===== config.mk =====
export PLATFORM = sky130hd
export DESIGN_NAME = per_ram
export DESIGN_NICKNAME = d
export VERILOG_FILES = /design/src/rtl/per_ram.sv
export SDC_FILE = /design/constraint.sdc
export NUM_CORES = 2
export LEC_CHECK = 0
export CELL_PAD_IN_SITES_DETAIL_PLACEMENT = 0
export CELL_PAD_IN_SITES_GLOBAL_PLACEMENT = 1
export CORE_AREA = 2 2 381 383
export DETAILED_ROUTE_END_ITERATION = 10
export DIE_AREA = 0 0 383 385
export DONT_BUFFER_PORTS = 1
export PLACE_DENSITY = 0.79
export RECOVER_POWER = 50
export SYNTH_ARGS = -nofsm -noshare
export SYNTH_HDL_FRONTEND = slang
export SYNTH_SLANG_ARGS = --single-unit

===== constraint.sdc =====
create_clock -name clk -period 2.8 [get_ports clk]
set_input_delay 0.28 -clock clk [delete_from_list [all_inputs] [get_ports clk]]
set_output_delay 0.28 -clock clk [all_outputs]
set_load 0.01 [all_outputs]

===== src/rtl/per_ram.sv =====
// generic simple dual port ram, one write and one registered read per cycle
// no dependencies
`timescale 1ns / 1ps
`default_nettype none

module per_ram #(
    parameter int WIDTH = 8,
    parameter int DEPTH = 256
) (
    input  wire logic                     clk,
    input  wire logic                     we,
    input  wire logic [$clog2(DEPTH)-1:0] waddr,
    input  wire logic [WIDTH-1:0]         wdata,
    input  wire logic                     re,
    input  wire logic [$clog2(DEPTH)-1:0] raddr,
    output logic      [WIDTH-1:0]         rdata
);

    logic [WIDTH-1:0] mem [DEPTH];

    // write port
    always_ff @(posedge clk)
    begin
        if (we)
        begin
            mem[waddr] <= wdata;
        end
    end

    // registered read port
    always_ff @(posedge clk)
    begin
        if (re)
        begin
            rdata <= mem[raddr];
        end
    end

endmodule

`default_nettype wire


# After elaboration in Yosys (flattened, before gate mapping)
# Memories as Yosys holds them, arrays and structs flattened. A register that Yosys moved wholly into a read port is not among the register bits.
# Cells that the tools add are included.
# totals
register_bits	0
ramBits	2048
inputBits	27
out_inout_bits	8
wordCells	3
memories	1
# op_classes
muxes	2
# memory_table
memory	words	width	read_ports	rd_ports_with_merged_regs	write_ports	line	rtl
mem	256	8	1	1	1	19	logic [WIDTH-1:0] mem [DEPTH];
# op_table
operator	n
1-bit two-way mux	2

# Longest topological paths before layout
# depth
ltp_word	2
mapped_depth	11
depth_no_buf	6

# Worst setup path after synthesis
# No wires, ideal clock.
# synth_path
path_type	input to register
from	input port raddr[0]
to	register rdata[2], read port of mem (data pin)
setup_ns	0.269
t_arrival_ns	2.087
required_time_ns	2.531
slack_ns	0.444
stages	9
path_buffers	4
cell_sequence	buf_6 > buf_12 > buf_8 > buf_2 > mux4_2 > a22oi_1 > a21oi_1 > nor4_1 > nor4_2
# synth_rtl
item	line	rtl
start: declaration	15	input wire logic [$clog2(DEPTH)-1:0] raddr,
end: declaration	16	output logic [WIDTH-1:0] rdata

==> flow_summary.yaml <==
run_status:
  run_status: "finished with violations"
  violations: "hold timing, capacitance limit, slew limit, setup timing"
logic_synthesis:
  synthesis.area_sq_mm: 0.07964
  yosysWarningCount: 0
  syn_inst: 3733
  synth_flop_cell: "edfxtp_1"
  ys_top_cells_by_area: "edfxtp_1 (78%), mux4_2 (13%), mux2i_1 (1.7%)"
  ys_ff_latch: 2056
  synth_edf_count: 2056
  yosys.area.top_type: "edfxtp_1"
  yosys.cell_types.count: 54
  async_flop_share_pct: 0
  avgSynthCellArea_sq_um: 21.33
  yosysTopAreaCellShare_pct: 77.53
  synth.yosys.seq_area_share_pct: 77.53
  syn-num-nets: 3760
sta:
  hold_slack_ns: -0.4112
  finalClockSkew_ns: 0.03601
  period_minus_slack_ns: 4.063
  hold_viol_final: 1483
  max_slew_margin_pct: -130.3
  worst_pin_slew_ns: 3.454
  setup-violations-final: 8
  rsz0062_at_grt: "no"
  fin_crit_sh_pct: 145.1
  slew_violations: 645
  setup_ws_ns: -1.263
  timing.fmax_mhz: 246.1
cts:
  cts.clk_slew.worst_paths_ns: 0.06
  numCtsBuffers: 193
  cts_root_buffer: "clkbuf_16"
  clk_latency_ns: 0.84
  cts_setup_buffers: 0
  clock_sinks: 2056
  htree_levels: 4
  cts_tree: "built"
  clk_path_buf_depth: 3
critical_path:
  reg2reg_slack_ns: 0.05
  critPathLaunchType: "input port"
  crit_path_end_kind: "flop"
  critical-path-max-stage-delay_ns: 1.38
  rr_endpoint: "rdata[2]"
  cp.arrival_ns: 4.70
  crit_chain: "or3b_2 > buf_4 > o221ai_1 > a21oi_1 > a21oi_1 > buf_4 > nor3_1 > buf_4 > nor4_1"
  path_class: "in2reg"
  path_common_cell: "buf_4"
  crit_slowest_cell: "or3b_2"
  reg2regPathDepth: 8
  cp_max_fo: 446
  critPathRequiredTime_ns: 3.43
  r2r_start: "mem[139][2]"
global_routing:
  gr-total-overflow: 0
  grt_max_degree: 579
  grt.total_usage_pct: 26.02
  antenna_found_initial: 6
  grt_pass1_vias: 39456
  grt_pass1_wl_um: 274000
layout:
  final_cell_mix: "edfxtp_1 (2056), mux4_2 (454), buf_4 (402), nor2_1 (279), clkbuf_16 (208)"
  drive_gt1_share_pct: 27.27
  fin_area_sq_mm: 0.09070
  nets: 4170
  area_delta_synth_final_pct: 13.89
  final_common_cell: "edfxtp_1"
placement:
  gp_congestion: 0.8513
  place_ws_ns: -0.5621
  dpl-instance-area_sq_mm: 0.08386
  dp.final_hpwl_um: 104400
  port_buffers: 0
detailed_routing:
  via_per_inst: 6.469
  drcViolationCount: 0
  wl_per_cell_um: 31.54
  dr.first_iter.drc_count: 6078
  ant_nets: 0
  vias: 40205
  routed_wl_um: 196000
  drtPass1Iterations: 5
floorplanning:
  die_y_um: 385
  initial_core_util_pct: 55.64
  core_sq_mm: 0.1431
  num_rows: 139
  ios: 35
  dieArea_sq_mm: 0.1475
  die_x_um: 383
min_path:
  holdCritStartpoint: "wdata[4]"
  hold_path_class: "in2reg"
  whs_endpoint: "mem[69][4]"
  min_path_cells: 0
pwr:
  irDropWorstVdd_uv: 737.1
  p_leak_nw: 28.76
  finalPower_mw: 62.46
  powerDensity_mw_per_mm2: 688.7
job:
  drv_cap: 2
==> cells in the mapped netlist (13+ instances only) <==
cell / instances
a221oi_1: 13
a21oi_1: 96
edfxtp_1: 2056
buf_6: 21
buf_2: 31
mux4_2: 454
o22ai_1: 28
o221ai_1: 46
clkbuf_1: 111
nor4_1: 24
a22oi_1: 133
nor2_1: 282
a211oi_1: 16
mux2i_1: 134
buf_1: 22
buf_4: 27
nor3_1: 22
buf_8: 13
nand2_1: 33
nand3_1: 34
nor2b_1: 31
==> layer usage <==
metal  global-route usage (%)  vias to the layer above  share of wire (%)
met1                    36.99                    21147                 39
met3                    5.404                      323                 10
li1                         -                    16522                  -
met5                        0                        -             0.0097
met2                    41.10                     2211                 48
met4                    8.282                        2                3.1
==> worst max-delay path by stage <==
stage	depth (start not counted)	slack (ns)	endpoint	from
after floorplan	9	0.44	rdata[2]	raddr[0]
after global placement	6	-0.89	rdata[4]	raddr[0]
after detailed placement	5	-0.56	rdata[2]	raddr[0]
after CTS	5	0.04	rdata[7]	mem[67][7]
after global routing	10	0.02	rdata[5]	raddr[0]
final	9	-1.26	rdata[1]	raddr[1]
==> through the flow <==
| stage | hold WS, ns | std cells | util (%) | TNS (ns) |
|---|---|---|---|---|
| 5_1_grt | -0.4613 | 6212 | 63.36 | 0 |
| 3_5_place_dp | 0.4015 | 5818 | 58.59 | -2.102 |
| 4_1_cts | -0.4856 | 6195 | 63.09 | 0 |
| 3_3_place_gp | 0.4013 | 5818 | 58.57 | -3.797 |
| 2_1_floorplan | 0.3789 | 3733 | - | 0 |
| 6_report | -0.4112 | 6215 | 63.37 | -9.181 |
==> area by class of cell <==
type / count / area (sq um)
well taps: 1903 / 2381
repair buffers: 448 / 3756
clock inverters: 117 / 1129
inverters: 2 / 7.507
fillers: 9437 / 52430
diodes: 3 / 7.507
multi-input cells: 1442 / 16550
clock buffers: 244 / 5127
flip-flops and latches: 2056 / 61740
==> state kept, by name, summed over array words and instances, names as in the netlist <==
signal and count:
mem 2048, rdata 8
==> what timing repair did <==
action                                 in CTS  in global routing
cloned                                      0                 10
resized for setup                           4                  4
setup endpoints to repair                   4                  8
endpoints found under the hold margin    2207               1970
hold buffers                               16                  3
==> worst max-delay path, delay by kind of cell <==
kind / cells / cell delay, ns
buf+inv: 3 / 0.49
compound gates: 3 / 0.56
simple gates: 3 / 1.77
==> kinds of logic (layout without fill, tap and decap cells) <==
| group | Yosys count | after routing | synth area share [%] |
|---|---|---|---|
| mux | 591 | 591 | 14.60 |
| compound gates | 385 | 385 | 3.416 |
| other cells | 0 | 3 | 0 |
| flops | 2056 | 2056 | 77.53 |
| simple gates | 466 | 466 | 2.625 |
| buf+inv | 235 | 811 | 1.829 |
==> power by group <==
part / internal (mW) / leakage, nW / total [mW] / switching (mW)
registers: 34.0 / 18.5 / 34.0 / 0.0623
logic: 1.19 / 7.23 / 2.52 / 1.33
clock network: 14.8 / 3.04 / 25.9 / 11.1
total: 49.9 / 28.8 / 62.5 / 12.5
(Power assumes the default switching activity.)
