==> src/rtl/per_pkg.sv <==
// shared types, codes and constants for the page residency evictor
// used by every module of the block except per_ram; depends on nothing
`timescale 1ns / 1ps
`default_nettype none

package per_pkg;

    // page map geometry
    localparam int MAX_PAGES = 4096;
    localparam int PAGE_W    = $clog2(MAX_PAGES);
    localparam int SLOT_W    = PAGE_W + 1;
    localparam int WIN_W     = PAGE_W + 2;
    localparam int EPOCH_W   = 8;
    localparam int MEM_W     = EPOCH_W + 1;

    // the victim search gives up after this many probes
    localparam logic [SLOT_W-1:0] WALK_LIMIT = SLOT_W'(MAX_PAGES + 2);

    // register clamps and reset values
    localparam logic [4:0]        SHIFT_MIN   = 5'd4;
    localparam logic [4:0]        SHIFT_MAX   = 5'd16;
    localparam logic [4:0]        SHIFT_RESET = 5'd12;
    localparam logic [12:0]       CAP_RESET   = 13'd8;
    localparam logic [SLOT_W-1:0] CAP_MAX     = SLOT_W'(MAX_PAGES);

    // register indexes on the configuration port
    localparam logic [1:0] REG_PAGE_SIZE_LOG2     = 2'd0;
    localparam logic [1:0] REG_MAX_RESIDENT_PAGES = 2'd1;
    localparam logic [1:0] REG_DATA_LENGTH        = 2'd2;

    // operation codes
    localparam logic [1:0] OP_OPEN   = 2'd0;
    localparam logic [1:0] OP_ACCESS = 2'd1;
    localparam logic [1:0] OP_CLOSE  = 2'd2;

    // result status codes
    localparam logic [2:0] STAT_OK           = 3'd0;
    localparam logic [2:0] STAT_RESIDENT     = 3'd1;
    localparam logic [2:0] STAT_LOADED       = 3'd2;
    localparam logic [2:0] STAT_NOT_OPEN     = 3'd3;
    localparam logic [2:0] STAT_OUT_OF_RANGE = 3'd4;

    typedef enum logic [2:0] {
        ST_CLEAR,
        ST_IDLE,
        ST_CHECK,
        ST_WALK,
        ST_LOAD,
        ST_RESP
    } state_t;

    // clamped configuration as the datapath sees it
    typedef struct packed {
        logic [4:0]        shift;
        logic [SLOT_W-1:0] cap;
        logic [31:0]       data_length;
    } cfg_t;

    // decoded byte offset
    typedef struct packed {
        logic [PAGE_W-1:0] page;
        logic [15:0]       poff;
        logic              out_of_range;
    } dec_t;

    // write and read requests to the residency memory
    typedef struct packed {
        logic              we;
        logic [PAGE_W-1:0] waddr;
        logic [MEM_W-1:0]  wdata;
        logic              re;
        logic [PAGE_W-1:0] raddr;
    } mem_req_t;

    typedef struct packed {
        logic [2:0]        status;
        logic [PAGE_W-1:0] page_index;
        logic [15:0]       page_offset;
        logic              fetch_request;
        logic              evicted;
        logic [PAGE_W-1:0] evicted_page;
    } result_t;

endpackage

`default_nettype wire

==> src/rtl/per_decode.sv <==
// splits a byte offset into page index and in-page position, flags range errors
// depends on per_pkg
`timescale 1ns / 1ps
`default_nettype none

module per_decode (
    input  wire logic [31:0] offset,
    input  wire per_pkg::cfg_t cfg,
    output per_pkg::dec_t    dec
);

    import per_pkg::*;

    logic [31:0] page_full;
    logic [31:0] mask;
    logic [31:0] masked;

    always_comb
    begin
        page_full = offset >> cfg.shift;
        mask      = (32'd1 << cfg.shift) - 32'd1;
        masked    = offset & mask;

        dec.page         = page_full[PAGE_W-1:0];
        dec.poff         = masked[15:0];
        dec.out_of_range = (offset >= cfg.data_length) || (|page_full[31:PAGE_W]);
    end

endmodule

`default_nettype wire

==> config.mk <==
export PLATFORM = sky130hd
export DESIGN_NAME = per_decode
export DESIGN_NICKNAME = d
export VERILOG_FILES = /design/src/rtl/per_pkg.sv /design/src/rtl/per_decode.sv
export SDC_FILE = /design/constraint.sdc
export NUM_CORES = 1
export LEC_CHECK = 0
export ABC_AREA = 1
export BUFFER_PORTS_ARGS = -buffer_cell sky130_fd_sc_hd__buf_2
export CAP_MARGIN = 40
export CORE_MARGIN = 3
export CORE_UTILIZATION = 50
export DETAILED_ROUTE_END_ITERATION = 10
export PLACE_DENSITY = 0.83
export SLEW_MARGIN = 15
export SYNTH_ARGS = -nofsm -noshare
export SYNTH_HDL_FRONTEND = slang
export SYNTH_SLANG_ARGS = --single-unit
==> constraint.sdc <==
create_clock -name vclk -period 3.1
set_clock_uncertainty 0.1 [all_clocks]
set_input_delay 0.62 -clock vclk [all_inputs]
set_output_delay 0.62 -clock vclk [all_outputs]
set_load 0.01 [all_outputs]
* Yosys cells after proc, flatten, opt, wreduce, memory -nomap -nowiden
Index checks and enable logic that the tools add are counted.
** Cells by class
- Add/sub/neg operators :: 1
- Reductions and logical operators :: 2
- Order comparisons :: 1
- Shift operators :: 2
- Bitwise logic cells :: 1
** Operator list (number)
- $ge 32x32->1 :: 1
- $shr 32x5->32 :: 1
- $reduce_or 20->1 :: 1
- $and 16x16->16 :: 1
- $shl 1x5->16 const A :: 1
- $sub 16x1->16 const B :: 1
- $logic_or 1x1->1 :: 1
** Word-level totals
- Logic and storage cells :: 7
- Output and inout port bits :: 29
- Bits of input ports :: 82
- Register bits :: 0

* Depth between registers and ports, before layout
- Word-level depth :: 3
- Mapped depth :: 17
- Gate-level depth less buffers :: 17

* Least setup slack after synthesis
Ideal clock, no wire load.
- Path type :: input port to output port
- From :: input cfg[49] in the netlist's numbering
- To :: output dec[15] in the netlist's numbering
- Cell stages on the path :: 14
- Required time :: 2.380 ns
- Buffers on the path :: 2
- Path slack :: 0.172 ns
- Data arrival time :: 2.208 ns
- Cells stage by stage :: buf_6 > inv_6 > nand2_4 > inv_1 > clkbuf_1 > nand2_1 > ha_1 > nand2_1 > inv_1 > nand2_2 > a21oi_1 > o21ai_0 > o21ai_1 > a21oi_1
** RTL lines
- start: declaration :: line per_decode.sv:8 : input wire per_pkg::cfg_t cfg,
- end: declaration :: line per_decode.sv:9 : output per_pkg::dec_t dec

==> results.cfg <==
[status]
status = complete, no violations

[power]
leakagePower_nw = 1.889
power.density_nw_per_um2 = 159.5
peakVddDrop_mv = 0.09160
total_power_mw = 0.5056

[timing]
relSlewSlack = 0.6830
setup_viol = 0
period_share = 0.9710
slew_viol_final = 0
tightest_slew_ns = 0.4705
fin_crit_ns = 3.010
hold_violations = 0
max_freq_mhz = 332.2
setup_slack_ns = 0.08980
rsz0062_at_grt = true

[logic_synthesis]
synth_top_area_frac = 0.2338
synth_cells = 506
syn_area_per_cell_um2 = 5.203
synth_most_common_cell = nand2_1
synth.net_count = 621
ys.warnings.count = 0
synth_area_leader_cell = nand2_1
ys_top_cells_by_count = nand2_1 (164), nand3_1 (83), inv_1 (65)
synth_area_um2 = 2633
synthTopCellsByArea = nand2_1 (23%), nand3_1 (16%), ha_1 (16%), inv_1 (9.3%), o21ai_0 (4.4%)
synth_cell_types = 33
yosysSeqAreaShare = 0

[worst_setup_path]
crit_fanout = 9
arrival_ns = 2.29
worstSetupEndpointType = output pin
worst_setup_path_start_kind = primary input
setup.worst_path.class = primary input to output pin
required_ns = 2.38

[floorplan]
rows = 25
ios = 111
start_util = 0.5361
die_area_um2 = 6172
die_w_um = 78.56
die_y_um = 78.56
coreArea_um2 = 4911

[global_routing]
overflow = 0
grt_max_degree = 32
grt_usage = 0.2675
grt_first_pass_wirelength_um = 14090
grt_pass1_vias = 3160
antenna_found_initial = 0

[cells_and_area]
multi_input_area_um2 = 2206
clock_buffers = 0
seq_area_um2 = 0
diodes = 0
numSequentialCells = 0
layout-drive-gt1-share = 0.2185
nNetsFinal = 712
area_growth_pct = 20.44
nFillCells = 532
finalCoreUtilization = 0.6456

[drt]
drt-initial-drc-count = 354
drt_pre_antenna_iters = 5
wire_per_inst_um = 12.90
ant_nets = 0
drc_errors = 0
vias_per_cell = 5.529
vias = 3660
drt-total-wl_um = 8537

[placed_design]
post-dp-hpwl_um = 7243
place_congestion = 0.9958
dp_slack_ns = 0.05755
portBuffers = 98

[job]
maxCapViolations = 0

[cts]
postCtsSetupBuffers = 0

[hold_path]
hold_class = primary input to output pin
## critical path, stage by stage
cell     delay (ns)
buf_2          0.13
inv_6          0.07
nand2_4        0.06
nor2_4         0.20
nand2_1        0.09
ha_1           0.23
nand2_1        0.11
inv_1          0.09
nand2_2        0.11
a21oi_1        0.07
o21ai_0        0.13
o21ai_1        0.09
a21oi_1        0.13
buf_2          0.15
## cells in the final DEF, fill, tap and decap left out, types with 3 or more instances in the layout
cell,Yosys,final
a211oi_1,4,4
a21oi_1,20,20
buf_2,13,98
buf_4,3,16
ha_1,33,33
inv_1,65,65
inv_2,4,3
nand2_1,164,164
nand3_1,83,83
nand4_1,3,3
nor2_1,29,28
nor3_1,10,10
o2111ai_1,5,5
o211ai_1,5,5
o21a_1,3,3
o21ai_0,23,23
o21ai_1,7,7
o221a_2,3,3
o22ai_1,4,4
## stage by stage
| step | hold WS, ns | instance area [um2] | std cells | TNS (ns) |
|---|---|---|---|---|
| 2_1_floorplan | 1.236 | 2633 | 506 | 0 |
| 3_3_place_gp | 1.418 | 3161 | 662 | 0 |
| 3_5_place_dp | 1.425 | 3161 | 662 | 0 |
| 4_1_cts | 1.426 | 3161 | 662 | 0 |
| 5_1_grt | 1.462 | 3171 | 662 | -0.1333 |
| 6_report | 1.424 | 3171 | 662 | 0 |
## where the power goes
part	total (mW)	internal, mW	leakage (nW)	switching (mW)
registers	0	0	0	0
logic	0.506	0.197	1.89	0.309
clock network	0	0	0	0
total	0.506	0.197	1.89	0.309
## worst paths after layout
kind | startpoint | endpoint | slack (ns) | cells past startpoint
worst min-delay path | offset[0] | dec[1] | 1.42 | 4
worst max-delay path | cfg[49] | dec[15] | 0.09 | 14
## logic make-up after synthesis
| logic type | Yosys count | share of synthesized area |
|---|---|---|
| AND/OR/NAND/NOR | 297 | 0.4857 |
| buffers and inverters | 95 | 0.1649 |
| AO/OA/AOI/OAI | 77 | 0.1782 |
| adder cells (fa/ha/maj) | 33 | 0.1568 |
| XOR/XNOR | 2 | 0.006655 |
| multiplexers | 2 | 0.007605 |
## metal layers
layer / part of all wire / GRT usage / up-vias / wire [um]
li1: - / - / 1867 / -
met5: 0 / 0 / - / 0
met1: 0.44 / 0.3810 / 1610 / 3762
met4: 0.0064 / 0.01224 / 0 / 55
met2: 0.45 / 0.4457 / 175 / 3873
met3: 0.099 / 0.03670 / 8 / 845
## timing repair
| action | CTS | global route |
|---|---|---|
| hold buffers | 0 | 0 |
| hold endpoints to repair | 0 | 0 |
| resized for setup | 0 | 4 |
| setup endpoints to repair | 0 | 4 |
## area by class of cell
type / count / area share
inverter: 70 / 0.08524
multi-input combinational: 411 / 0.6957
tap: 67 / 0.02644
timing repair buffer: 114 / 0.1926
Note: power is estimated with default switching activity, not from simulation.
