<file path="config.mk">
export PLATFORM = sky130hd
export DESIGN_NAME = per_cfg
export DESIGN_NICKNAME = d
export VERILOG_FILES = /design/src/rtl/per_pkg.sv /design/src/rtl/per_cfg.sv
export SDC_FILE = /design/constraint.sdc
export NUM_CORES = 1
export LEC_CHECK = 0
export BUFFER_PORTS_ARGS = -buffer_cell sky130_fd_sc_hd__clkbuf_2
export CAP_MARGIN = 20
export CORE_MARGIN = 4
export CORE_UTILIZATION = 41
export CTS_CLUSTER_SIZE = 14
export DETAILED_ROUTE_END_ITERATION = 6
export GPL_ROUTABILITY_DRIVEN = 0
export GPL_TIMING_DRIVEN = 0
export MAX_ROUTING_LAYER = met4
export PLACE_DENSITY_LB_ADDON = 0.05
export RECOVER_POWER = 25
export SETUP_SLACK_MARGIN = 0.1
export SYNTH_ARGS = -nofsm -noshare
export SYNTH_HDL_FRONTEND = slang
export SYNTH_SLANG_ARGS = --single-unit
</file>
<file path="constraint.sdc">
create_clock -name clk -period 1.2 [get_ports clk]
set_clock_uncertainty 0.1 [all_clocks]
set_input_delay 0.12 -clock clk [delete_from_list [all_inputs] [get_ports clk]]
set_output_delay 0.12 -clock clk [all_outputs]
set_load 0.005 [all_outputs]
</file>
<file path="src/rtl/per_pkg.sv">
// shared types, codes and constants for the page residency evictor
// used by every module of the block except per_ram; depends on nothing
`timescale 1ns / 1ps
`default_nettype none

package per_pkg;

    // page map geometry
    localparam int MAX_PAGES = 4096;
    localparam int PAGE_W    = $clog2(MAX_PAGES);
    localparam int SLOT_W    = PAGE_W + 1;
    localparam int WIN_W     = PAGE_W + 2;
    localparam int EPOCH_W   = 8;
    localparam int MEM_W     = EPOCH_W + 1;

    // the victim search gives up after this many probes
    localparam logic [SLOT_W-1:0] WALK_LIMIT = SLOT_W'(MAX_PAGES + 2);

    // register clamps and reset values
    localparam logic [4:0]        SHIFT_MIN   = 5'd4;
    localparam logic [4:0]        SHIFT_MAX   = 5'd16;
    localparam logic [4:0]        SHIFT_RESET = 5'd12;
    localparam logic [12:0]       CAP_RESET   = 13'd8;
    localparam logic [SLOT_W-1:0] CAP_MAX     = SLOT_W'(MAX_PAGES);

    // register indexes on the configuration port
    localparam logic [1:0] REG_PAGE_SIZE_LOG2     = 2'd0;
    localparam logic [1:0] REG_MAX_RESIDENT_PAGES = 2'd1;
    localparam logic [1:0] REG_DATA_LENGTH        = 2'd2;

    // operation codes
    localparam logic [1:0] OP_OPEN   = 2'd0;
    localparam logic [1:0] OP_ACCESS = 2'd1;
    localparam logic [1:0] OP_CLOSE  = 2'd2;

    // result status codes
    localparam logic [2:0] STAT_OK           = 3'd0;
    localparam logic [2:0] STAT_RESIDENT     = 3'd1;
    localparam logic [2:0] STAT_LOADED       = 3'd2;
    localparam logic [2:0] STAT_NOT_OPEN     = 3'd3;
    localparam logic [2:0] STAT_OUT_OF_RANGE = 3'd4;

    typedef enum logic [2:0] {
        ST_CLEAR,
        ST_IDLE,
        ST_CHECK,
        ST_WALK,
        ST_LOAD,
        ST_RESP
    } state_t;

    // clamped configuration as the datapath sees it
    typedef struct packed {
        logic [4:0]        shift;
        logic [SLOT_W-1:0] cap;
        logic [31:0]       data_length;
    } cfg_t;

    // decoded byte offset
    typedef struct packed {
        logic [PAGE_W-1:0] page;
        logic [15:0]       poff;
        logic              out_of_range;
    } dec_t;

    // write and read requests to the residency memory
    typedef struct packed {
        logic              we;
        logic [PAGE_W-1:0] waddr;
        logic [MEM_W-1:0]  wdata;
        logic              re;
        logic [PAGE_W-1:0] raddr;
    } mem_req_t;

    typedef struct packed {
        logic [2:0]        status;
        logic [PAGE_W-1:0] page_index;
        logic [15:0]       page_offset;
        logic              fetch_request;
        logic              evicted;
        logic [PAGE_W-1:0] evicted_page;
    } result_t;

endpackage

`default_nettype wire

</file>
<file path="src/rtl/per_cfg.sv">
// configuration register file behind the apb port, with range clamping
// depends on per_pkg
`timescale 1ns / 1ps
`default_nettype none

module per_cfg (
    input  wire logic         clk,
    input  wire logic         rst_n,
    input  wire logic         psel,
    input  wire logic         penable,
    input  wire logic         pwrite,
    input  wire logic [3:0]   paddr,
    input  wire logic [31:0]  pwdata,
    output logic      [31:0]  prdata,
    output logic              pready,
    output per_pkg::cfg_t     cfg
);

    import per_pkg::*;

    logic [4:0]  page_size_log2_reg;
    logic [12:0] max_resident_pages_reg;
    logic [31:0] data_length_reg;
    logic        wr_en;

    assign pready = 1'b1;
    assign wr_en  = psel && penable && pwrite && pready;

    // register writes
    always_ff @(posedge clk or negedge rst_n)
    begin
        if (!rst_n)
        begin
            page_size_log2_reg     <= SHIFT_RESET;
            max_resident_pages_reg <= CAP_RESET;
            data_length_reg        <= '0;
        end
        else if (wr_en)
        begin
            case (paddr[3:2])
                REG_PAGE_SIZE_LOG2:     page_size_log2_reg     <= pwdata[4:0];
                REG_MAX_RESIDENT_PAGES: max_resident_pages_reg <= pwdata[12:0];
                REG_DATA_LENGTH:        data_length_reg        <= pwdata;
                default: ;
            endcase
        end
    end

    // read mux
    always_comb
    begin
        case (paddr[3:2])
            REG_PAGE_SIZE_LOG2:     prdata = {27'd0, page_size_log2_reg};
            REG_MAX_RESIDENT_PAGES: prdata = {19'd0, max_resident_pages_reg};
            REG_DATA_LENGTH:        prdata = data_length_reg;
            default:                prdata = '0;
        endcase
    end

    // clamp to the legal ranges
    always_comb
    begin
        if (page_size_log2_reg < SHIFT_MIN)
        begin
            cfg.shift = SHIFT_MIN;
        end
        else if (page_size_log2_reg > SHIFT_MAX)
        begin
            cfg.shift = SHIFT_MAX;
        end
        else
        begin
            cfg.shift = page_size_log2_reg;
        end

        if (max_resident_pages_reg == '0)
        begin
            cfg.cap = SLOT_W'(1);
        end
        else if (SLOT_W'(max_resident_pages_reg) > CAP_MAX)
        begin
            cfg.cap = CAP_MAX;
        end
        else
        begin
            cfg.cap = SLOT_W'(max_resident_pages_reg);
        end

        cfg.data_length = data_length_reg;
    end

endmodule

`default_nettype wire

</file>
# Word level (Yosys, flattened, before mapping)
# Index checks and enable logic that the tools add are counted.
[totals]
regBits = 50
output_inout_bits = 83
wordCells = 20
[op_classes]
order_cmp = 3
n_eq_ne = 2
n_mux = 5
n_reduce_logical = 7
[ops]
columns = ["operator", "n"]
rows = [
  ["case mux 32 bit (3 select lines)", 1],
  ["two-way mux 13 bit", 2],
  ["> comparator 13 bit, second input constant", 1],
  ["logical NOT 13 bit", 1],
  ["two-way mux 5 bit", 2],
  ["AND reduction 2 bit", 3],
  ["> comparator 5 bit, second input constant", 1],
  ["< comparator 5 x 3 -> 1 bit, second input constant", 1],
  ["equality test 2 x 1 -> 1 bit, second input constant", 1],
  ["equality test 2 bit, second input constant", 1],
  ["logical AND 1 bit", 2],
  ["logical NOT 2 bit", 1],
]

# Logic depth before layout (Yosys ltp)
[depth]
depth_word = 3
depth_mapped = 5
depth_no_buf = 3

# Least setup slack after synthesis
# Ideal clock, no wire load.
[synth_path]
path_type = "input -> register"
from = "in paddr[3]"
to = "reg max_resident_pages_reg[10]"
setup_time_ps = 125
t_arrival_ps = 1173
required_ps = 975
setup_slack_ps = -198
stages = 5
path_buffers = 3
cell_sequence = "buf_6 > or3b_1 > buf_6 > buf_12 > mux2_4"
[synth_between]
elab_chain_cells = 2
[synth_rtl]
columns = ["item", "line", "source"]
rows = [
  ["start: declaration", "per_cfg.sv:12", "input wire logic [3:0] paddr,"],
  ["equality test 2 x 1 -> 1 bit", "per_cfg.sv:40", "case (paddr[3:2])"],
  ["AND reduction 2 bit (no line)", "-", ""],
  ["end signal: assignment", "per_cfg.sv:42", "REG_MAX_RESIDENT_PAGES: max_resident_pages_reg <= pwdata[12:0];"],
  ["end: declaration", "per_cfg.sv:22", "logic [12:0] max_resident_pages_reg;"],
]
# No other way between the ends.
# A chain may end at the register's enable or synchronous reset.

==> run metrics <==
outcome finished with violations; failing checks setup timing; clk sinks 50; root buf cell clkbuf_8; RSZ-0062 raised after global routing true; total CTS buffers 5; FMAX 0.6144 GHz; CTS tree done; CP cell instances nor4_2 > a31oi_1 > nor2_1 > buf_2; All-Layer GR Usage 18.45%; yosys warns 0; Post-synth EDFFs 0; post-synthesis register bit count 50; Initial DRT Pass Iterations 4; max FFs per register 32; DR vias 2,160; adder-cell area share of the yosys netlist 0%; Main synth FF type dfrtp_1; post-route antenna net violation count 0; row count 27; final instance area 4249 um2; Slew Limit Fails 0; Placed Area 3161 um2; crit path kind flop to output port; Vias/cell 4.779; Synth Area per Inst 12.87 um2; Simple-Gate Fraction of Synth Area 11.84%; maxcap violations 0; Slowest-stage cell, CP dfrtp_1; PortBufs 118; H-tree depth 2; Tcrit/Tclk final 135.6%; power density over the cells 1337 nW/um2; Least-Margin Pin Slew 0.6363 ns; post-DR wirelength/cell 15.57 um; largest net degree at the start of global routing 28; XOR/XNOR Fraction of Synth Area 0%; DR DRC count 0; Compound-Gate Fraction of Synth Area 4.705%; GR Overflow Total 0; final worst setup slack -0.4277 ns; Die Area 7195 um2; CP Capture Type output port; Clock Tree Buf Depth 2; drt total wl 7.039 mm; DRT iter0 DRCs 52; relative slew slack 57.58%; Max VDD drop 931.0 uV; register clock-pin slew on the reported worst setup and hold paths 0.09 ns; diode count 0; startpoint type of the worst setup path flop; share of flip-flops with an asynchronous set or reset 100.0%; Total Power 5.680 mW; Initial Util 43.15%; Placeable Area 5608 um2; # fillers 383; Min Clock Period, post-route 1.628 ns; vias in the first global route 2,051; Nets 420; Netlist cell types 27; Req. time, crit path 0.98 ns; syn_nets 229; crit-path max cell delay 0.42 ns; Skew-Pair Late Insertion Delay 0.29 ns; Pleak 2.182 nW; multiplexer share of the synthesized area 26.89%; main combinational cell family by area after synthesis multiplexers; dpl hpwl 4.411 mm; CP Data Arrival Time 1.41 ns; Die Span Y 84.83 um; fraction of layout cells with a size suffix above 1 64.47%; Finish-stage setup viols 31; Mapped Cells 188; initial antenna violation count 0; io pins 124; Area Overhead vs Synth 75.59%; maximum fanout along the worst path 3; first-pass GRT wire length 10.42 mm; post-synthesis cell area 2420 um2; Hold Path Class primary input to flop; Die Width 84.83 um; sequential area share after synthesis 51.86%; Final Hold Fails 0
-- placed cells by master, fill, tap and decap left out, types with 2 or more instances in the layout --
| master | count |
|---|---|
| dlygate4sd3_1 | 33 |
| buf_12 | 3 |
| clkbuf_16 | 3 |
| clkbuf_8 | 9 |
| nor2_2 | 2 |
| o21ai_1 | 5 |
| buf_8 | 6 |
| nor2b_4 | 4 |
| clkbuf_1 | 4 |
| dfrtp_1 | 46 |
| mux2_4 | 29 |
| nor2b_1 | 9 |
| buf_2 | 16 |
| a22o_1 | 8 |
| mux2_2 | 21 |
| and2_4 | 6 |
| mux2i_1 | 5 |
| buf_4 | 10 |
| nand2_1 | 5 |
| clkbuf_2 | 94 |
| inv_1 | 2 |
| nor4_2 | 2 |
| and2_1 | 13 |
| buf_6 | 28 |
| dfstp_2 | 3 |
-- worst max-delay path: cells and delay by family, from the launching register on --
family | cells | cell delay [ns]
and+or+nand+nor | 2 | 0.43
DFF | 1 | 0.42
buffers and inverters | 1 | 0.14
AOI/OAI and AO/OA | 1 | 0.11
-- logic make-up after synthesis --
group                  after synthesis
multiplexers                        55
flip-flops                          50
AND/OR/NAND/NOR                     48
buffers and inverters               18
AO/OA/AOI/OAI                       16
other                                1
-- cells in the mapped netlist, types with 2 or more instances --
library cell,n,area (um2)
and2_1,19,118.9
buf_4,2,15.01
nor3_1,2,10.01
nand2_1,5,18.77
dfrtp_1,47,1176
mux2i_1,5,50.05
nor4_1,2,12.51
nor2_1,3,11.26
buf_6,2,22.52
dfstp_2,3,78.83
mux2_2,40,450.4
mux2_4,10,150.1
buf_2,3,15.01
o21ai_0,5,25.02
inv_1,3,11.26
a22o_1,8,70.07
nor2b_1,13,81.33
clkbuf_1,7,26.28
-- repair_timing --
action	in CTS	in global routing
buffers inserted	17	12
pin swaps	6	11
setup endpoints to repair	95	125
hold buffers	33	0
hold endpoints to repair	66	0
cloned	2	4
gates resized for setup	37	77
-- metal layers --
metal	part of all wire, %	track usage (%)	up-vias
met5	0	-	-
met4	1.3	4.748	0
met3	6.0	3.883	7
met2	48	28.19	72
met1	45	25.14	1047
li1	-	-	1034
-- report_power, final --
part	switching, mW	internal (mW)	total [mW]	leakage, nW
Sequential	0.358	2.10	2.46	0.607
Clock	0.537	0.472	1.01	0.0455
Combinational	0.748	1.47	2.21	1.53
-- path summary, 6_finish.rpt --
path                                            start                          to  slack, ns  cells after the start
max                         max_resident_pages_reg[1]                     cfg[32]      -0.43                      4
min                                          paddr[3]       page_size_log2_reg[1]       0.16                      3
max reg2reg                max_resident_pages_reg[12]  max_resident_pages_reg[12]       0.03                      3
min reg2reg                       data_length_reg[28]         data_length_reg[28]       0.43                      1
max in group asynchronous                       rst_n         data_length_reg[13]       0.12                      3
min in group asynchronous                       rst_n          data_length_reg[7]       0.27                      2
-- metrics by stage --
stage	setup WS (ns)	instances	TNS, ns	hold slack [ns]	util (%)
global placement	-0.3364	378	-24.77	0.2525	56.00
detailed placement	-0.3720	379	-19.27	0.06294	56.36
finish	-0.4277	452	-4.453	0.1645	75.77
CTS	-0.3980	439	-4.462	0.1546	69.39
floorplan	-0.1698	188	-4.452	-0.2756	-
global route	-0.5108	452	-6.406	0.1589	75.77
-- final cells by class --
class,count,area [um2],area share [%]
multi-input combinational,120,1229,28.92
sequential,50,1256,29.56
inverter,3,11.26,0.2650
clock buffer,8,90.09,2.120
buffer,15,191.4,4.505
timing repair buffer,184,1381,32.51
tap,72,90.09,2.120
No activity file was read; power rests on OpenSTA's default activity.
