**src/rtl/per_pkg.sv**
```systemverilog
// shared types, codes and constants for the page residency evictor
// used by every module of the block except per_ram; depends on nothing
`timescale 1ns / 1ps
`default_nettype none

package per_pkg;

    // page map geometry
    localparam int MAX_PAGES = 4096;
    localparam int PAGE_W    = $clog2(MAX_PAGES);
    localparam int SLOT_W    = PAGE_W + 1;
    localparam int WIN_W     = PAGE_W + 2;
    localparam int EPOCH_W   = 8;
    localparam int MEM_W     = EPOCH_W + 1;

    // the victim search gives up after this many probes
    localparam logic [SLOT_W-1:0] WALK_LIMIT = SLOT_W'(MAX_PAGES + 2);

    // register clamps and reset values
    localparam logic [4:0]        SHIFT_MIN   = 5'd4;
    localparam logic [4:0]        SHIFT_MAX   = 5'd16;
    localparam logic [4:0]        SHIFT_RESET = 5'd12;
    localparam logic [12:0]       CAP_RESET   = 13'd8;
    localparam logic [SLOT_W-1:0] CAP_MAX     = SLOT_W'(MAX_PAGES);

    // register indexes on the configuration port
    localparam logic [1:0] REG_PAGE_SIZE_LOG2     = 2'd0;
    localparam logic [1:0] REG_MAX_RESIDENT_PAGES = 2'd1;
    localparam logic [1:0] REG_DATA_LENGTH        = 2'd2;

    // operation codes
    localparam logic [1:0] OP_OPEN   = 2'd0;
    localparam logic [1:0] OP_ACCESS = 2'd1;
    localparam logic [1:0] OP_CLOSE  = 2'd2;

    // result status codes
    localparam logic [2:0] STAT_OK           = 3'd0;
    localparam logic [2:0] STAT_RESIDENT     = 3'd1;
    localparam logic [2:0] STAT_LOADED       = 3'd2;
    localparam logic [2:0] STAT_NOT_OPEN     = 3'd3;
    localparam logic [2:0] STAT_OUT_OF_RANGE = 3'd4;

    typedef enum logic [2:0] {
        ST_CLEAR,
        ST_IDLE,
        ST_CHECK,
        ST_WALK,
        ST_LOAD,
        ST_RESP
    } state_t;

    // clamped configuration as the datapath sees it
    typedef struct packed {
        logic [4:0]        shift;
        logic [SLOT_W-1:0] cap;
        logic [31:0]       data_length;
    } cfg_t;

    // decoded byte offset
    typedef struct packed {
        logic [PAGE_W-1:0] page;
        logic [15:0]       poff;
        logic              out_of_range;
    } dec_t;

    // write and read requests to the residency memory
    typedef struct packed {
        logic              we;
        logic [PAGE_W-1:0] waddr;
        logic [MEM_W-1:0]  wdata;
        logic              re;
        logic [PAGE_W-1:0] raddr;
    } mem_req_t;

    typedef struct packed {
        logic [2:0]        status;
        logic [PAGE_W-1:0] page_index;
        logic [15:0]       page_offset;
        logic              fetch_request;
        logic              evicted;
        logic [PAGE_W-1:0] evicted_page;
    } result_t;

endpackage

`default_nettype wire

```
**src/rtl/per_ctrl.sv**
```systemverilog
// sequencer: residency lookup, victim walk, page load, clearing pass, result register
// depends on per_pkg; drives the residency memory through a mem_req_t bundle
`timescale 1ns / 1ps
`default_nettype none

module per_ctrl (
    input  wire logic                          clk,
    input  wire logic                          rst_n,
    input  wire per_pkg::cfg_t                 cfg,
    input  wire logic                          in_valid,
    output logic                               in_ready,
    input  wire logic [1:0]                    in_op,
    input  wire per_pkg::dec_t                 in_dec,
    output per_pkg::mem_req_t                  mem_req,
    input  wire logic [per_pkg::MEM_W-1:0]     mem_rdata,
    output logic                               out_valid,
    input  wire logic                          out_ready,
    output per_pkg::result_t                   out_result
);

    import per_pkg::*;

    state_t                   state_reg, state_next;
    logic [1:0]               op_reg, op_next;
    dec_t                     dec_reg, dec_next;
    logic                     is_open_reg, is_open_next;
    logic [EPOCH_W-1:0]       epoch_reg, epoch_next;
    logic [SLOT_W-1:0]        free_reg, free_next;
    logic signed [WIN_W-1:0]  low_reg, low_next;
    logic signed [WIN_W-1:0]  high_reg, high_next;
    logic [PAGE_W-1:0]        cur_reg, cur_next;
    logic                     dir_up_reg, dir_up_next;
    logic [SLOT_W-1:0]        walk_cnt_reg, walk_cnt_next;
    logic signed [WIN_W-1:0]  probe_reg, probe_next;
    logic                     probe_valid_reg, probe_valid_next;
    logic                     ev_reg, ev_next;
    logic [PAGE_W-1:0]        evp_reg, evp_next;
    logic [PAGE_W-1:0]        clr_addr_reg, clr_addr_next;
    logic                     resp_pend_reg, resp_pend_next;
    result_t                  res_reg, res_next;
    result_t                  out_reg, out_next;
    logic                     out_valid_reg, out_valid_next;

    logic                     entry_hit;
    logic                     out_free;
    logic                     finish;
    logic                     wrap;
    result_t                  res_c;
    logic signed [WIN_W:0]    dl, dh;
    logic [WIN_W:0]           adl, adh;
    logic signed [WIN_W-1:0]  page_s;
    logic signed [WIN_W-1:0]  walk_idx;
    logic                     probe_in_map;

    assign in_ready   = (state_reg == ST_IDLE);
    assign out_valid  = out_valid_reg;
    assign out_result = out_reg;

    // entry belongs to the current epoch and is marked resident
    assign entry_hit = mem_rdata[EPOCH_W] && (mem_rdata[EPOCH_W-1:0] == epoch_reg);
    assign out_free  = !out_valid_reg || out_ready;

    // window distances for the eviction direction
    always_comb
    begin
        page_s = signed'({2'b00, dec_reg.page});
        dl     = {low_reg[WIN_W-1], low_reg} - {page_s[WIN_W-1], page_s};
        dh     = {high_reg[WIN_W-1], high_reg} - {page_s[WIN_W-1], page_s};
        adl    = dl[WIN_W] ? unsigned'(-dl) : unsigned'(dl);
        adh    = dh[WIN_W] ? unsigned'(-dh) : unsigned'(dh);
        walk_idx     = dir_up_reg ? low_reg : high_reg;
        probe_in_map = !probe_reg[WIN_W-1] && !probe_reg[WIN_W-2];
    end

    // state register
    always_ff @(posedge clk or negedge rst_n)
    begin
        if (!rst_n)
        begin
            state_reg       <= ST_CLEAR;
            is_open_reg     <= 1'b0;
            epoch_reg       <= '0;
            free_reg        <= SLOT_W'(CAP_RESET);
            low_reg         <= '1;
            high_reg        <= '1;
            cur_reg         <= '0;
            clr_addr_reg    <= '0;
            resp_pend_reg   <= 1'b0;
            out_valid_reg   <= 1'b0;
            probe_valid_reg <= 1'b0;
            walk_cnt_reg    <= '0;
        end
        else
        begin
            state_reg       <= state_next;
            is_open_reg     <= is_open_next;
            epoch_reg       <= epoch_next;
            free_reg        <= free_next;
            low_reg         <= low_next;
            high_reg        <= high_next;
            cur_reg         <= cur_next;
            clr_addr_reg    <= clr_addr_next;
            resp_pend_reg   <= resp_pend_next;
            out_valid_reg   <= out_valid_next;
            probe_valid_reg <= probe_valid_next;
            walk_cnt_reg    <= walk_cnt_next;
        end
    end

    // payload registers
    always_ff @(posedge clk)
    begin
        op_reg     <= op_next;
        dec_reg    <= dec_next;
        dir_up_reg <= dir_up_next;
        probe_reg  <= probe_next;
        ev_reg     <= ev_next;
        evp_reg    <= evp_next;
        res_reg    <= res_next;
        out_reg    <= out_next;
    end

    // next state and outputs
    always_comb
    begin
        state_next       = state_reg;
        op_next          = op_reg;
        dec_next         = dec_reg;
        is_open_next     = is_open_reg;
        epoch_next       = epoch_reg;
        free_next        = free_reg;
        low_next         = low_reg;
        high_next        = high_reg;
        cur_next         = cur_reg;
        dir_up_next      = dir_up_reg;
        walk_cnt_next    = walk_cnt_reg;
        probe_next       = probe_reg;
        probe_valid_next = probe_valid_reg;
        ev_next          = ev_reg;
        evp_next         = evp_reg;
        clr_addr_next    = clr_addr_reg;
        resp_pend_next   = resp_pend_reg;
        res_next         = res_reg;
        out_next         = out_reg;
        out_valid_next   = out_valid_reg && !out_ready;
        mem_req          = '0;
        res_c            = '0;
        finish           = 1'b0;
        wrap             = 1'b0;

        case (state_reg)
            // sweep the whole map back to not resident, but keep page 0 resident while open
            ST_CLEAR:
            begin
                mem_req.we    = 1'b1;
                mem_req.waddr = clr_addr_reg;
                if ((clr_addr_reg == '0) && is_open_reg)
                begin
                    mem_req.wdata = {1'b1, EPOCH_W'(0)};
                end
                clr_addr_next = clr_addr_reg + PAGE_W'(1);
                if (clr_addr_reg == '1)
                begin
                    state_next     = resp_pend_reg ? ST_RESP : ST_IDLE;
                    resp_pend_next = 1'b0;
                end
            end

            // take a transaction and start the residency read
            ST_IDLE:
            begin
                if (in_valid)
                begin
                    op_next       = in_op;
                    dec_next      = in_dec;
                    mem_req.re    = 1'b1;
                    mem_req.raddr = in_dec.page;
                    state_next    = ST_CHECK;
                end
            end

            // decide on the looked-up entry
            ST_CHECK:
            begin
                case (op_reg)
                    OP_OPEN:
                    begin
                        finish        = 1'b1;
                        wrap          = (epoch_reg == '1);
                        epoch_next    = epoch_reg + EPOCH_W'(1);
                        low_next      = '0;
                        high_next     = '0;
                        free_next     = cfg.cap - SLOT_W'(1);
                        cur_next      = '0;
                        is_open_next  = 1'b1;
                        mem_req.we    = 1'b1;
                        mem_req.waddr = '0;
                        mem_req.wdata = {1'b1, epoch_reg + EPOCH_W'(1)};
                        res_c.status        = STAT_LOADED;
                        res_c.fetch_request = 1'b1;
                    end
                    OP_ACCESS:
                    begin
                        if (!is_open_reg)
                        begin
                            finish       = 1'b1;
                            res_c.status = STAT_NOT_OPEN;
                        end
                        else if (dec_reg.out_of_range)
                        begin
                            finish       = 1'b1;
                            res_c.status = STAT_OUT_OF_RANGE;
                        end
                        else if (dec_reg.page == cur_reg)
                        begin
                            finish            = 1'b1;
                            res_c.status      = STAT_OK;
                            res_c.page_index  = cur_reg;
                            res_c.page_offset = dec_reg.poff;
                        end
                        else if (entry_hit)
                        begin
                            finish            = 1'b1;
                            cur_next          = dec_reg.page;
                            res_c.status      = STAT_RESIDENT;
                            res_c.page_index  = dec_reg.page;
                            res_c.page_offset = dec_reg.poff;
                        end
                        else
                        begin
                            ev_next  = 1'b0;
                            evp_next = '0;
                            if (free_reg != '0)
                            begin
                                state_next = ST_LOAD;
                            end
                            else
                            begin
                                // evict from the window end farther from the page
                                dir_up_next      = (adl > adh);
                                walk_cnt_next    = '0;
                                probe_valid_next = 1'b0;
                                state_next       = ST_WALK;
                            end
                        end
                    end
                    OP_CLOSE:
                    begin
                        finish = 1'b1;
                        if (!is_open_reg)
                        begin
                            res_c.status = STAT_NOT_OPEN;
                        end
                        else
                        begin
                            wrap         = (epoch_reg == '1);
                            epoch_next   = epoch_reg + EPOCH_W'(1);
                            low_next     = '1;
                            high_next    = '1;
                            free_next    = cfg.cap;
                            is_open_next = 1'b0;
                            res_c.status = STAT_OK;
                        end
                    end
                    default:
                    begin
                        finish       = 1'b1;
                        res_c.status = STAT_OK;
                    end
                endcase
            end

            // probe one map entry per cycle, check the previous probe
            ST_WALK:
            begin
                if (probe_valid_reg && probe_in_map && entry_hit)
                begin
                    mem_req.we       = 1'b1;
                    mem_req.waddr    = probe_reg[PAGE_W-1:0];
                    mem_req.wdata    = '0;
                    ev_next          = 1'b1;
                    evp_next         = probe_reg[PAGE_W-1:0];
                    probe_valid_next = 1'b0;
                    if (dir_up_reg)
                    begin
                        low_next = probe_reg + WIN_W'(1);
                    end
                    else
                    begin
                        high_next = probe_reg - WIN_W'(1);
                    end
                    state_next = ST_LOAD;
                end
                else if (walk_cnt_reg == WALK_LIMIT)
                begin
                    probe_valid_next = 1'b0;
                    state_next       = ST_LOAD;
                end
                else
                begin
                    mem_req.re       = 1'b1;
                    mem_req.raddr    = walk_idx[PAGE_W-1:0];
                    probe_next       = walk_idx;
                    probe_valid_next = 1'b1;
                    walk_cnt_next    = walk_cnt_reg + SLOT_W'(1);
                    if (dir_up_reg)
                    begin
                        low_next = low_reg + WIN_W'(1);
                    end
                    else
                    begin
                        high_next = high_reg - WIN_W'(1);
                    end
                end
            end

            // mark the wanted page resident and widen the window
            ST_LOAD:
            begin
                finish        = 1'b1;
                mem_req.we    = 1'b1;
                mem_req.waddr = dec_reg.page;
                mem_req.wdata = {1'b1, epoch_reg};
                if (free_reg != '0)
                begin
                    free_next = free_reg - SLOT_W'(1);
                end
                if (page_s < low_reg)
                begin
                    low_next = page_s;
                end
                if (page_s > high_reg)
                begin
                    high_next = page_s;
                end
                cur_next            = dec_reg.page;
                res_c.status        = STAT_LOADED;
                res_c.page_index    = dec_reg.page;
                res_c.page_offset   = dec_reg.poff;
                res_c.fetch_request = 1'b1;
                res_c.evicted       = ev_reg;
                res_c.evicted_page  = evp_reg;
            end

            // result waits for the output register
            ST_RESP:
            begin
                if (out_free)
                begin
                    out_next       = res_reg;
                    out_valid_next = 1'b1;
                    state_next     = ST_IDLE;
                end
            end

            default:
            begin
                state_next = ST_IDLE;
            end
        endcase

        // hand a finished result to the output register or park it
        if (finish)
        begin
            if (wrap)
            begin
                res_next       = res_c;
                resp_pend_next = 1'b1;
                clr_addr_next  = '0;
                state_next     = ST_CLEAR;
            end
            else if (out_free)
            begin
                out_next       = res_c;
                out_valid_next = 1'b1;
                state_next     = ST_IDLE;
            end
            else
            begin
                res_next   = res_c;
                state_next = ST_RESP;
            end
        end
    end

endmodule

`default_nettype wire

```
**config.mk**
```make
export PLATFORM = sky130hd
export DESIGN_NAME = per_ctrl
export DESIGN_NICKNAME = d
export VERILOG_FILES = /design/src/rtl/per_pkg.sv /design/src/rtl/per_ctrl.sv
export SDC_FILE = /design/constraint.sdc
export NUM_CORES = 1
export LEC_CHECK = 0
export BUFFER_PORTS_ARGS = -buffer_cell sky130_fd_sc_hd__buf_2
export CAP_MARGIN = 0
export CORE_AREA = 10 10 173 175
export CTS_BUF_LIST = sky130_fd_sc_hd__clkbuf_4 sky130_fd_sc_hd__clkbuf_8 sky130_fd_sc_hd__clkbuf_16
export DETAILED_ROUTE_END_ITERATION = 10
export DIE_AREA = 0 0 183 185
export PLACE_DENSITY = 0.83
export REMOVE_ABC_BUFFERS = 1
export SLEW_MARGIN = 10
export SYNTH_ARGS = -nofsm -noshare
export SYNTH_HDL_FRONTEND = slang
export SYNTH_SLANG_ARGS = --single-unit
```
**constraint.sdc**
```tcl
create_clock -name clk -period 11.7 [get_ports clk]
set_input_delay 0.585 -clock clk [delete_from_list [all_inputs] [get_ports clk]]
set_output_delay 0.585 -clock clk [all_outputs]
set_load 0.02 [all_outputs]
```
# Word level (Yosys, flattened, before mapping)

Cells that the tools add are included.
Widths: inputs -> output; s select.

Add/subtract/negate cells: 13
Order comparisons: 3
Equality and inequality tests: 48
Multiplexer cells: 126
Bitwise gates (word level): 6
Reductions and logical operators: 33

Operators with widths:

| operator              | count |
|---|---|
| $mux 45               | 7 |
| $mux 13               | 14 |
| $mux 14               | 12 |
| $mux 12               | 13 |
| $pmux 13 s2           | 4 |
| $pmux 22 s4           | 1 |
| $mux 28               | 3 |
| $pmux 14 s3           | 2 |
| $pmux 12 s2           | 3 |
| $pmux 32 s2           | 1 |
| $mux 29               | 2 |
| $mux 3                | 17 |
| $ne 3x3->1 const B    | 16 |
| $mux 22               | 2 |
| $reduce_and 7->1      | 5 |
| $mux 1                | 31 |
| $mux 15               | 2 |
| $neg 15->15           | 2 |
| $sub 14x13->15        | 2 |
| $add 14x2->14 const B | 2 |
| $pmux 14 s2           | 1 |
| $sub 14x2->14 const B | 2 |
| $ne 2x2->1 const B    | 13 |
| $sub 13x1->13 const B | 2 |
| 43 further kinds      | 70 |

Flip-flop bits (word level): 242
Input bits: 94
Output and inout port bits: 82
Word-level logic and storage cells: 261

# Depth between registers and ports, before layout

Depth after elaboration: 11
Depth in mapped cells: 23

# Worst setup path before layout

Ideal clock, no wire load.

Path kind: register -> register
Start point: register dec_reg[17] (netlist bit)
End point: register dir_up_reg, data pin
Library setup time: 0.266 ns
Arrival: 4.025 ns
Data required time: 11.434 ns
Setup slack: 7.409 ns
Cell stages (with the launch flop): 23
Path buffers: 1
Clock period less this slack: 4.291 ns
Cells stage by stage: edfxtp_1 ha_1 inv_1 fa_1 a211oi_2 o21ai_0 a41oi_1 o21bai_1 a21o_1 or2_1 nor2b_1 clkbuf_1 mux2i_1 ha_1 nor2b_1 o21a_1 o21a_1 o21a_1 o21ai_0 nand2b_1 a21oi_1 o211a_1 a211oi_1

Longest elaborated chain between the ends: 4
Elaborated cells on any way between the ends: 7

RTL lines:

| item                                     | line                           | source |
|---|---|---|
| start, declared                          | per_ctrl.sv:25                 | `dec_t dec_reg, dec_next;` |
| start signal, assigned                   | per_ctrl.sv:114                | `dec_reg <= dec_next;` |
| $sub 14x13->15, on equally long branches | per_ctrl.sv:67, per_ctrl.sv:68 |  |
| $neg 15->15, on equally long branches    | per_ctrl.sv:69, per_ctrl.sv:70 |  |
| $mux 15, on equally long branches        | per_ctrl.sv:69, per_ctrl.sv:70 |  |
| $gt 15x15->1 *                           | per_ctrl.sv:240                | `dir_up_next = (adl > adh);` |
| end signal, assigned                     | per_ctrl.sv:115                | `dir_up_reg <= dir_up_next;` |
| end, declared                            | per_ctrl.sv:32                 | `logic dir_up_reg, dir_up_next;` |

Every way passes the cells marked *; elsewhere a longest branch is shown, timed or not.
A chain may end at the register's enable or synchronous reset.

# Worst setup path after layout

Same ends and word-level chain as after synthesis.

==> flow_summary.toml <==
[outcome]
status = "finished clean"

[sta]
finalCriticalPeriod_ns = 5.024
slew_headroom_pct = 20.83
fin_skew_ns = 0.02624
hold_viol = 0
rsz0062_at_grt = "false"
tns_ns = 0
worst_pin_slew_ns = 1.188
fmax_mhz = 199.0
period_share_pct = 42.94
finalSetupViolations = 0
drv_slew = 0

[routing]
viasPerCell = 6.172
wl_um = 39500
drc = 0
vias = 12257
drt_iter0_markers = 1210
drtAntennaViolNets = 0
first_pass_iters = 6
wl_per_cell_um = 19.89

[yosys]
seq_area_frac_synth_pct = 44.40
ys_seq_elements = 242
async_flop_share_pct = 38.43
yosysUniqueCellTypes = 79
ys_top_cells_by_count = "nand2_1, o21ai_0, nor2_1"
synth_largest_area_cell = "edfxtp_1"
synthTopCellsByArea = "edfxtp_1, dfrtp_1, dfxtp_1, dfstp_2, o21ai_0"
synth.avg_cell_area_sq_um = 9.420
postSynthCellCount = 1527
synth.most_common_cell = "nand2_1"
yosysWarningCount = 0
synth_area_sq_um = 14390
synth_edf_count = 104
synth_top_area_share_pct = 21.71
synthFlopType = "edfxtp_1"

[cells_and_area]
stdcell_count = 1986
nets = 1775
drive_above_1_share_pct = 16.23
fill_cells = 2138
syn_to_final_growth_pct = 12.23
antenna_cells = 0

[clock_tree]
cts_tree = "yes"
cts_root_buffer = "clkbuf_16"
clockBufferDepth = 3
clkTransAtPathRegs_ns = 0.06
ctsResizeCount = 0
cts_hold_buf = 0
cts_buffers = 23
cts_setup_buffers = 0
clock_latency_ns = 0.53
clock-sinks = 242
cts.htree.levels = 1

[flow_run]
maxCapViolations = 0

[placement]
io_buffers = 138
dp_hpwl_um = 27880
gp_congestion = 0.9368
placedCellCount = 1944

[power_and_ir_drop]
p_seq_share_pct = 52.0
peakVddDrop_uv = 72.11
p_leak_nw = 6.625
clockPowerShare_pct = 46.4
p_switching_mw = 0.3387
swShare_pct = 20.01
comb_power_share_pct = 1.6
p_int_mw = 1.354
power_density_nw_per_um2 = 104.8

[floorplan]
die_h_um = 185
die_area_sq_um = 33860
core_sq_um = 26580
die_w_um = 183
io_pins = 176
placementRows = 60
start_util_pct = 54.13

[setup_path]
cp_max_fo = 11
cp.required_ns = 11.94
reg2reg_slack_ns = 6.68
end_kind = "flop"
start_kind = "flop"
crit_type = "reg -> reg"
crit_arrival_ns = 5.26

[global_routing]
grt.overflow.total = 0
grt_pass1_wl_um = 62580
grt_usage_pct = 22.41
grt_pass1_vias = 12221
grt_max_degree = 49
antenna_found_initial = 0

[worst_hold_path]
hold_class = "in -> async"
[cell type report]
| class | instances | area, sq um | area share [%] |
|---|---|---|---|
| Sequential cell | 242 | 6387 | 39.56 |
| Inverter | 49 | 183.9 | 1.139 |
| Clock buffer | 27 | 611.8 | 3.790 |
| Tap cell | 341 | 426.7 | 2.643 |
| Clock inverter | 15 | 176.4 | 1.093 |
| Timing Repair Buffer | 156 | 828.3 | 5.131 |
| Multi-Input combinational cell | 1156 | 7530 | 46.64 |
[per-stage QoR]
| step | util (%) | area, sq um | worst slack (ns) | power (mW) | hold slack, ns |
|---|---|---|---|---|---|
| after global routing | 60.75 | 16140 | 6.388 | 1.732 | 0.1262 |
| final | 60.75 | 16140 | 6.676 | 1.693 | 0.09740 |
| after global placement | 57.78 | 15360 | 6.862 | 0.9243 | 0.4766 |
| after CTS | 60.75 | 16140 | 6.741 | 1.700 | 0.1023 |
| after floorplan | - | 14060 | 6.780 | 0.9045 | 0.2894 |
| after detailed placement | 57.78 | 15360 | 6.763 | 0.9251 | 0.4867 |
[cell families (layout without fill, tap and decap cells)]
family / Yosys count / count (layout) / synth area share [%]
AO/OA/AOI/OAI: 368 / 368 / 16.14
XOR/XNOR: 114 / 114 / 6.941
buffers and inverters: 129 / 247 / 3.505
multiplexers: 82 / 82 / 5.880
flip-flops: 242 / 242 / 44.40
adder cells (fa/ha/maj): 54 / 54 / 4.784
other: 2 / 2 / 0.05221
AND/OR/NAND/NOR: 536 / 536 / 18.29
[critical path, stage by stage (launching register included)]
cell	delay, ns
edfxtp_1	0.55
ha_1	0.29
inv_1	0.07
fa_1	0.25
a211oi_2	0.10
o21ai_0	0.27
a41oi_1	0.22
o21bai_1	0.19
a21o_1	0.19
or2_1	0.15
nor2b_1	0.68
mux2i_1	0.28
ha_1	0.26
nor2b_1	0.14
o21a_1	0.16
o21a_1	0.16
o21a_1	0.16
o21ai_0	0.14
nand2b_1	0.08
a21oi_1	0.18
o211a_1	0.15
a211oi_1	0.05
[per-layer routing]
layer / track usage, % / vias to the layer above / routed length [um]
li1: - / 5724 / -
met2: 39.25 / 568 / 19470
met3: 2.802 / 101 / 2919
met5: 0 / - / 0
met4: 10.66 / 0 / 1612
met1: 26.83 / 5864 / 15500
[placed cells by master (no fill, tap or decap), types with 28 or more instances in the layout]
cell,netlist,layout
mux2i_1,62,62
nor2_1,112,110
dfrtp_1,64,64
dfxtp_1,45,45
nand3_1,47,47
ha_1,51,51
edfxtp_1,104,104
nand2_1,164,164
a22o_1,38,38
xor2_1,50,50
nor3_1,43,43
xnor2_1,64,64
and3_1,28,28
a21oi_1,81,80
dfstp_2,29,29
buf_2,13,137
inv_1,49,49
o21ai_0,128,128
[final timing paths]
| path | start | cells past startpoint | endpoint |
|---|---|---|---|
| max in group asynchronous | rst_n | 2 | cur_reg[0] |
| min reg2reg | free_reg[8] | 1 | free_reg[8] |
| max | dec_reg[17] | 21 | dir_up_reg |
| min in group clk | in_dec[10] | 1 | dec_reg[10] |
| min | rst_n | 1 | epoch_reg[1] |
| max reg2reg | dec_reg[17] | 21 | dir_up_reg |
[power by group through the flow]
stage	Sequential (mW)	Clock, mW	Combinational [mW]
6_report	0.880	0.785	0.0275
5_1_grt	0.880	0.822	0.0303
4_1_cts	0.880	0.792	0.0278
3_5_place_dp	0.898	0	0.0276
3_3_place_gp	0.898	0	0.0267
2_1_floorplan	0.898	0	0.00685
Power figures use the tool's default switching activity.
